**src/hdl/tsmq_pkg.sv**
```systemverilog
// Shared types, codes and tree-sizing functions for the time-sorted message queue.
// No dependencies; imported by tsmq_cell, tsmq_or_tree and the top level.
package tsmq_pkg;

  localparam int POS_W    = 6;
  localparam int OPCODE_W = 2;
  localparam int STATUS_W = 2;
  localparam int COUNT_W  = 7;
  localparam int FAN_IN   = 8;

  typedef enum logic [OPCODE_W-1:0] {
    OP_INSERT = 2'd0,
    OP_POP    = 2'd1,
    OP_REMOVE = 2'd2,
    OP_PEEK   = 2'd3
  } opcode_e;

  typedef enum logic [STATUS_W-1:0] {
    ST_OK    = 2'd0,
    ST_RANGE = 2'd1,
    ST_FULL  = 2'd2
  } status_e;

  // Per-item control broadcast to every cell.
  typedef struct packed {
    logic             ins_en;   // insert accepted and room left
    logic             rem_en;   // pop or remove of a held entry
    logic             rd_en;    // pop, remove or peek of a held entry
    logic [POS_W-1:0] sel_pos;  // addressed position (zero for pop)
  } cell_ctrl_t;

  // Nodes on tree level lvl (level -1 is the leaf row).
  function automatic int tree_nodes(int depth, int lvl);
    int n;
    n = depth;
    for (int k = 0; k <= lvl; k++) begin
      n = (n + FAN_IN - 1) / FAN_IN;
    end
    return n;
  endfunction

  // Registered levels needed to fold depth leaves into one node.
  function automatic int tree_levels(int depth);
    int n;
    int l;
    n = (depth + FAN_IN - 1) / FAN_IN;
    l = 1;
    while (n > 1) begin
      n = (n + FAN_IN - 1) / FAN_IN;
      l++;
    end
    return l;
  endfunction

  // Start of level lvl in the flattened node array.
  function automatic int tree_offset(int depth, int lvl);
    int s;
    s = 0;
    for (int k = 0; k < lvl; k++) begin
      s += tree_nodes(depth, k);
    end
    return s;
  endfunction

endpackage

```
**src/hdl/tsmq_cell.sv**
```systemverilog
// One slot of the sorted chain: holds a time and handle, shifts with its neighbors.
// Depends on tsmq_pkg.
module tsmq_cell #(
  parameter int IDX         = 0,
  parameter int CNT_W       = 7,
  parameter int TIME_BITS   = 32,
  parameter int HANDLE_BITS = 16
) (
  input  logic                            clk_i,
  input  tsmq_pkg::cell_ctrl_t            ctrl_i,
  input  logic [CNT_W-1:0]                occ_i,
  input  logic [TIME_BITS-1:0]            new_time_i,
  input  logic [HANDLE_BITS-1:0]          new_handle_i,
  input  logic                            left_after_i,
  input  logic [TIME_BITS-1:0]            left_time_i,
  input  logic [HANDLE_BITS-1:0]          left_handle_i,
  input  logic [TIME_BITS-1:0]            right_time_i,
  input  logic [HANDLE_BITS-1:0]          right_handle_i,
  output logic                            after_o,
  output logic [TIME_BITS-1:0]            time_o,
  output logic [HANDLE_BITS-1:0]          handle_o,
  output logic [HANDLE_BITS+TIME_BITS-1:0] leaf_o
);
  import tsmq_pkg::*;

  logic [TIME_BITS-1:0]   time_q;
  logic [HANDLE_BITS-1:0] handle_q;
  logic                   valid_c;
  logic                   at_or_past_c;
  logic                   hit_c;

  assign valid_c      = 32'(IDX) < 32'(occ_i);
  assign at_or_past_c = 32'(IDX) >= 32'(ctrl_i.sel_pos);
  assign hit_c        = ctrl_i.rd_en && (32'(IDX) == 32'(ctrl_i.sel_pos));

  // Empty slot or later time: new entry lands here or further left.
  assign after_o = !valid_c || (time_q > new_time_i);

  always_ff @(posedge clk_i) begin
    if (ctrl_i.ins_en && after_o) begin
      if (left_after_i) begin
        time_q   <= left_time_i;
        handle_q <= left_handle_i;
      end else begin
        time_q   <= new_time_i;
        handle_q <= new_handle_i;
      end
    end else if (ctrl_i.rem_en && at_or_past_c) begin
      time_q   <= right_time_i;
      handle_q <= right_handle_i;
    end
  end

  assign time_o   = time_q;
  assign handle_o = handle_q;
  assign leaf_o   = hit_c ? {handle_q, time_q} : '0;

endmodule

```
**config.mk**
```make
export PLATFORM = sky130hd
export DESIGN_NAME = tsmq_cell
export DESIGN_NICKNAME = d
export VERILOG_FILES = /design/src/hdl/tsmq_pkg.sv /design/src/hdl/tsmq_cell.sv
export SDC_FILE = /design/constraint.sdc
export NUM_CORES = 1
export LEC_CHECK = 0
export BUFFER_PORTS_ARGS = -buffer_cell sky130_fd_sc_hd__buf_2
export CAP_MARGIN = 25
export CORE_MARGIN = 5
export CORE_UTILIZATION = 42
export CTS_BUF_LIST = sky130_fd_sc_hd__clkbuf_16
export CTS_CLUSTER_SIZE = 10
export DETAILED_ROUTE_END_ITERATION = 6
export PLACE_DENSITY_LB_ADDON = 0.3
export RECOVER_POWER = 50
export SYNTH_ARGS = -nofsm -noshare
export SYNTH_HDL_FRONTEND = slang
export SYNTH_SLANG_ARGS = --single-unit
```
**constraint.sdc**
```tcl
create_clock -name clk_i -period 4.4 [get_ports clk_i]
set_clock_uncertainty 0.2 [all_clocks]
set_input_delay 0.44 -clock clk_i [delete_from_list [all_inputs] [get_ports clk_i]]
set_output_delay 0.44 -clock clk_i [all_outputs]
set_load 0.005 [all_outputs]
```
==> results of run 1 <==
## state kept, by name, summed over array words and instances (netlist names)
name,count
time_o,32
handle_o,16
## worst max-delay path, delay by kind of cell, from the launching register on
family | cells | cell delay, ps
flops | 1 | 450
simple gates | 3 | 710
fa+ha+maj | 1 | 340
compound gates | 2 | 500
buf+inv | 3 | 830
## stage by stage
step                      area [sq um]  utilization  worst slack [ps]  power, mW
after global placement            6250        0.545               790       1.11
after floorplan                   4930            -               817      0.932
after detailed placement          6270        0.547               757       1.14
after CTS                         6490        0.566               609       1.69
final                             6430        0.561               634       1.68
after global routing              6430        0.561               427       1.77
## synth_stat cells
master	number
a2111o_1	1
a221oi_1	1
buf_2	14
nor4_1	50
nor4_2	1
ha_1	32
nand2_1	56
o211ai_1	1
o21a_2	1
a21oi_1	13
nor4_4	1
nand4_1	8
or3_1	1
inv_1	34
a211oi_2	20
clkbuf_1	32
a32o_1	1
nor2b_1	1
and2_1	96
edfxtp_1	48
nor3_1	2
nand2b_1	1
or4_1	1
a211oi_1	28
a21o_1	2
a211o_1	1
a31oi_2	1
nand3_1	3
a311o_1	1
o22ai_1	48
buf_4	3
o21ai_0	4
nor2_1	5
a221o_1	1
mux2i_1	48
o21bai_1	1
buf_6	3
## kinds of logic (layout without fill, tap and decap cells)
family,count (synthesis),after routing,share of synthesized area
AOI/OAI and AO/OA,125,125,0.194
adders and majority gates,32,32,0.0812
buffers and inverters,86,312,0.0759
DFF,48,48,0.292
muxes,48,48,0.0975
and+or+nand+nor,226,226,0.259
## layer usage
layer	vias up	wire, um
met4	0	144
met1	2421	6810
li1	2570	-
met5	-	0
met3	14	1340
met2	264	8220
## final cells by class
type,instances,area (sq um)
clock buffers,5,125
clock inverters,3,90.1
fillers,1074,5030
inverters,34,128
multi-input cells,431,3130
flip-flops and latches,48,1440
well taps,143,179
repair buffers,270,1340
## power by group through the flow
stage | clock, mW | combinational, mW | sequential, mW
floorplan | 0 | 0.326 | 0.606
global placement | 0 | 0.503 | 0.610
detailed placement | 0 | 0.525 | 0.611
CTS | 0.562 | 0.527 | 0.602
global route | 0.586 | 0.581 | 0.607
finish | 0.556 | 0.522 | 0.602
## worst paths after layout
check / from / endpoint / slack (ps)
setup / recovery: time_o[31] / after_o / 630
setup reg to reg: time_o[31] / handle_o[1] / 930
hold reg to reg: time_o[15] / time_o[9] / 1440
hold / removal: right_time_i[25] / time_o[25] / 390
==> tab_implementation.tex, run 1 <==
\begin{tabular}{lr}
\hline
Metric & Value \\
\hline
\multicolumn{2}{l}{\textbf{Status}} \\
Outcome & finished, final reports clean \\
\multicolumn{2}{l}{\textbf{Min path}} \\
Min-Delay Path Depth & 3 \\
Worst Hold Class & input port to flop \\
\multicolumn{2}{l}{\textbf{Synth}} \\
Net count after synthesis & 759 \\
Share of the synthesized area in the top cell type & 0.292 \\
Mapped Avg Cell Area & about 8.7 sq um \\
Number of synthesized register bits & between 40 and 50 \\
Synthesized area & around 4900 sq um \\
Fraction of the yosys area taken by sequential cells & 0.292 \\
Yosys Warn Count & 0 \\
Largest area contributor in the synthesized netlist & edfxtp\_1 \\
Yosys cell types & 37 \\
Top cells by area, synth & edfxtp\_1 (29\%), and2\_1 (12\%), mux2i\_1 (9.7\%) \\
Post-synthesis cell count & $\sim$570 \\
\multicolumn{2}{l}{\textbf{Global route}} \\
Most Crowded Layer GR & met2 \\
Met1 GRT Util & 0.287 \\
Maximum number of pins on one net before global-route repair & 97 \\
Global-route wire length before repair & between 20,000 and 30,000 um \\
Total global routing track utilization & 0.223 \\
Sum of overflow across all layers after global routing & 0 \\
Number of antenna violations at the first check in global routing & 0 \\
Met2 track demand over resource & 0.393 \\
Vias in the first global route & $\sim$5,300 \\
Met3 track demand over resource & 0.0411 \\
\multicolumn{2}{l}{\textbf{Pwr}} \\
IR drop worst, VDD & about 0.00017 V \\
Switching share of total power & 0.293 \\
Net switching power & roughly 0.5 mW \\
Internal power component & approximately 1.2 mW \\
Static leakage power & approximately 3 nW \\
Proportion of power drawn by combinational gates & 0.311 \\
Clock Power Share & 0.331 \\
Power density cells & 261 nW/um\^{}2 \\
Sequential share of power & 0.358 \\
\multicolumn{2}{l}{\textbf{Layout}} \\
\# nets final & 984 \\
Final std cells w/o fill & about 930 \\
Total inserted antenna cells & 0 \\
Most common cell after layout, fill and taps aside & buf\_2 \\
Relative area change from synthesis to final layout & 30.5\% \\
Fraction of layout instances using a drive strength above 1 & 0.339 \\
Most frequent cells in the layout & buf\_2 (221), and2\_1 (76), nand2\_1 (56) \\
\multicolumn{2}{l}{\textbf{CTS}} \\
Total clock buffers created by CTS & 5 \\
Clock tree from TritonCTS & built \\
\# clock sinks & 48 \\
Clock latency of the later-clocked register in the worst-skew pair & $\sim$280 ps \\
Clk buf depth & 2 \\
Clock Pin Slew Worst Setup and Hold Paths & $\sim$70 ps \\
\# Post-CTS Setup Buffers & 0 \\
CTS H-tree lvls & 2 \\
CTS root buffer & clkbuf\_16 \\
CTS Hold Buffers Added & 0 \\
Post-cts gate resize count & 0 \\
\multicolumn{2}{l}{\textbf{Placement}} \\
Half-perimeter wire length after placement & approximately 13,000 um \\
Cells after DPL & 926 \\
Routability congestion estimate & 0.880 \\
Count of port buffers added during placement & approximately 260 \\
\multicolumn{2}{l}{\textbf{Floorplan}} \\
Placement row count & 39 \\
\# IOs & roughly 260 \\
Floorplan die area & 14,000 sq um \\
Vert. Die Dim & around 120 um \\
Die Span X & approximately 120 um \\
Initial standard-cell utilization of the core & 0.430 \\
Core region area & around 11,000 sq um \\
\multicolumn{2}{l}{\textbf{Timing}} \\
Slew at the pin closest to its max-slew limit & just under 1000 ps \\
Fmax & 266 MHz \\
Worst hold slack & roughly 390 ps \\
RSZ-0062 raised after global routing & no \\
Hold Fails Final Rpt & 0 \\
Period utilisation layout & 0.856 \\
Final TNS setup & 0 ps \\
Setup violation total in the final timing report & 0 \\
Time the worst path needs with I/O delays and setup & about 3800 ps \\
Max-slew violation total from the final report & 0 \\
Worst slew margin relative to its limit & 0.352 \\
\multicolumn{2}{l}{\textbf{Routing}} \\
DR pass1 iterations & 5 \\
Post-detailed-route count of antenna-violating nets & 0 \\
DRC violation total after the first TritonRoute iteration & around 340 \\
Per-cell routed wire length & roughly 18 um \\
Vias per std cell & 5.64 \\
Final wirelength & 16,500 um \\
Residual DRC & 0 \\
Total via count after detailed routing & between 5,000 and 6,000 \\
\multicolumn{2}{l}{\textbf{Setup path}} \\
R2r worst-path depth & 8 \\
Kind of capture point of the worst setup path & output pin \\
Critical-path cell list & ha\_1 -> nand4\_1 -> nor4\_2 -> inv\_1 -> a31oi\_4 -> buf\_4 -> nor2\_1 -> o21bai\_1 -> buf\_2 \\
Slowest library cell on the worst path & buf\_4 \\
Worst setup SP type & flop \\
Max incr delay on CP & approximately 500 ps \\
Largest fanout on the critical path & a little under 50 \\
Classification of the worst setup path & flop to output pin \\
WP data arrival & around 3100 ps \\
Crit path required time & 3760 ps \\
\multicolumn{2}{l}{\textbf{Run}} \\
Max cap viols & 0 \\
\hline
\end{tabular}
(Power assumes the default switching activity.)
==> run 2: changes to the inputs <==
--- a/config.mk
+++ b/config.mk
@@ -5,11 +5,11 @@
 export SDC_FILE = /design/constraint.sdc
 export NUM_CORES = 1
 export LEC_CHECK = 0
-export BUFFER_PORTS_ARGS = -buffer_cell sky130_fd_sc_hd__buf_2
+export BUFFER_PORTS_ARGS = -buffer_cell sky130_fd_sc_hd__buf_4
 export CAP_MARGIN = 25
 export CORE_MARGIN = 5
 export CORE_UTILIZATION = 42
-export CTS_BUF_LIST = sky130_fd_sc_hd__clkbuf_16
+export CTS_BUF_LIST = sky130_fd_sc_hd__clkbuf_8
 export CTS_CLUSTER_SIZE = 10
 export DETAILED_ROUTE_END_ITERATION = 6
 export PLACE_DENSITY_LB_ADDON = 0.3
==> tab_implementation.tex, run 2 (synthesis gave the netlist of run 1 again) <==
\begin{tabular}{lr}
\hline
Metric & Value \\
\hline
\multicolumn{2}{l}{\textbf{Routing}} \\
DR pass1 iterations & 5 \\
DRC violation total after the first TritonRoute iteration & approximately 280 \\
Final wirelength & roughly 17,000 um \\
Per-cell routed wire length & between 15 and 20 um \\
Post-detailed-route count of antenna-violating nets & 0 \\
Vias per std cell & 5.76 \\
Total via count after detailed routing & 5,360 \\
Residual DRC & 0 \\
\multicolumn{2}{l}{\textbf{Setup path}} \\
Most common cell type on the critical path & buf\_4 \\
Internal reg-to-reg setup slack & slightly below 900 ps \\
WP data arrival & about 3200 ps \\
Classification of the worst setup path & flop to output pin \\
Slowest library cell on the worst path & buf\_4 \\
Kind of capture point of the worst setup path & output pin \\
Critical-path cell list & ha\_1 -> nand4\_1 -> nor4\_2 -> inv\_1 -> a31oi\_4 -> buf\_4 -> nor2\_1 -> o21bai\_1 -> buf\_4 \\
Largest fanout on the critical path & 49 \\
Worst setup SP type & flop \\
Crit path required time & between 3000 and 4000 ps \\
Max incr delay on CP & around 500 ps \\
\multicolumn{2}{l}{\textbf{Global route}} \\
Maximum number of pins on one net before global-route repair & 98 \\
Global-route wire length before repair & about 27,000 um \\
Vias in the first global route & about 5,500 \\
Sum of overflow across all layers after global routing & 0 \\
Number of antenna violations at the first check in global routing & 0 \\
Total global routing track utilization & 0.235 \\
\multicolumn{2}{l}{\textbf{Layout}} \\
\# nets final & roughly 1,000 \\
Most frequent cells in the layout & buf\_4 (207), and2\_1 (58), nand2\_1 (56) \\
Most common cell after layout, fill and taps aside & buf\_4 \\
Number of flip-flops under the largest register name & 32 \\
Final std cells w/o fill & 930 \\
Total inserted antenna cells & 0 \\
Relative area change from synthesis to final layout & 41.2\% \\
Sequential standard cell area & 1440 sq um \\
Number of fill cells in the layout & about 1,000 \\
Fraction of layout instances using a drive strength above 1 & 0.380 \\
Multi-input gate area in the final layout & 3130 sq um \\
\multicolumn{2}{l}{\textbf{CTS}} \\
Clock Pin Slew Worst Setup and Hold Paths & approximately 100 ps \\
Clock tree from TritonCTS & built \\
CTS Hold Buffers Added & 0 \\
Total clock buffers created by CTS & 5 \\
Post-cts gate resize count & 0 \\
Clk buf depth & 2 \\
\# Post-CTS Setup Buffers & 0 \\
CTS root buffer & clkbuf\_8 \\
CTS H-tree lvls & 2 \\
\# clock sinks & 48 \\
Clock latency of the later-clocked register in the worst-skew pair & around 300 ps \\
\multicolumn{2}{l}{\textbf{Placement}} \\
Count of port buffers added during placement & $\sim$260 \\
Cells after DPL & 922 \\
Routability congestion estimate & 0.879 \\
Half-perimeter wire length after placement & between 10,000 and 15,000 um \\
\multicolumn{2}{l}{\textbf{Timing}} \\
Period utilisation layout & 0.864 \\
Hold Fails Final Rpt & 0 \\
Max-slew violation total from the final report & 48 \\
RSZ-0062 raised after global routing & no \\
Slew at the pin closest to its max-slew limit & 1860 ps \\
Worst slew margin relative to its limit & -0.241 \\
Final TNS setup & 0 ps \\
Time the worst path needs with I/O delays and setup & $\sim$3800 ps \\
Fmax & 263 MHz \\
Setup violation total in the final timing report & 0 \\
\multicolumn{2}{l}{\textbf{Pwr}} \\
Static leakage power & 3.12 nW \\
IR drop worst, VDD & 0.000129 V \\
Power density cells & between 200 and 250 nW/um\^{}2 \\
\multicolumn{2}{l}{\textbf{Floorplan}} \\
Floorplan die area & 14,000 sq um \\
Die Span X & between 100 and 150 um \\
Initial standard-cell utilization of the core & 0.430 \\
Placement row count & 39 \\
Core region area & approximately 11,000 sq um \\
Vert. Die Dim & 118 um \\
\# IOs & 259 \\
\multicolumn{2}{l}{\textbf{Min path}} \\
Worst Hold Class & input port to flop \\
\multicolumn{2}{l}{\textbf{Status}} \\
Violations in the final reports & capacitance limit, slew limit \\
Outcome & complete, but fails checks \\
\multicolumn{2}{l}{\textbf{Run}} \\
Max cap viols & 1 \\
\hline
\end{tabular}
run 2: cell types whose count changed in the layout (fill, tap and decap cells not counted):
cell / previous run / this run
and2_0: 20 / 38
and2_1: 76 / 58
buf_2: 221 / 0
buf_4: 9 / 207
bufinv_16: 3 / 0
clkbuf_1: 39 / 3
clkbuf_16: 5 / 0
clkbuf_4: 0 / 55
clkbuf_8: 0 / 5
clkinv_1: 0 / 1
clkinv_2: 0 / 2
run 2: through the flow:
stage                     cell area [sq um]  power, mW  worst slack (ps)   util  hold slack (ps)
after floorplan                        4930      0.932               817      -              559
after global placement                 6870       1.17               817  0.599              667
after detailed placement               6890       1.20               775  0.601              663
after CTS                              6970       1.46               623  0.608              359
after global routing                   6960       1.53               359  0.607              361
final                                  6960       1.45               598  0.607              365
run 2: routing by layer:
layer	global-route usage	wire (um)	vias up
li1	-	-	2557
met1	0.293	6960	2522
met2	0.410	8840	262
met3	0.0511	1340	19
met4	0.0631	250	0
met5	0	0	-
run 2: worst paths after layout:
kind,startpoint,to,cells past startpoint
worst max-delay path,time_o[25],after_o,9
worst min-delay path,right_time_i[25],time_o[25],3
worst max register to register,time_o[25],handle_o[1],8
worst min register to register,time_o[2],handle_o[0],6
run 2: final cells by class:
cell class              count  share of cell area
clock inverters             3             0.00198
clock buffers               5             0.00989
inverters                  34              0.0183
well taps                 143              0.0257
multi-input cells         431               0.450
flip-flops and latches     48               0.207
repair buffers            266               0.287
run 2: power by group:
part           switching (mW)  internal [mW]
Combinational           0.294          0.294
Sequential             0.0321          0.570
Clock                   0.154          0.108
run 2: worst max-delay path: cells and delay by family, from the launching register on:
family / cells / cell delay, ps
fa+ha+maj: 1 / 330
buf+inv: 3 / 840
flops: 1 / 460
simple gates: 3 / 740
compound gates: 2 / 500
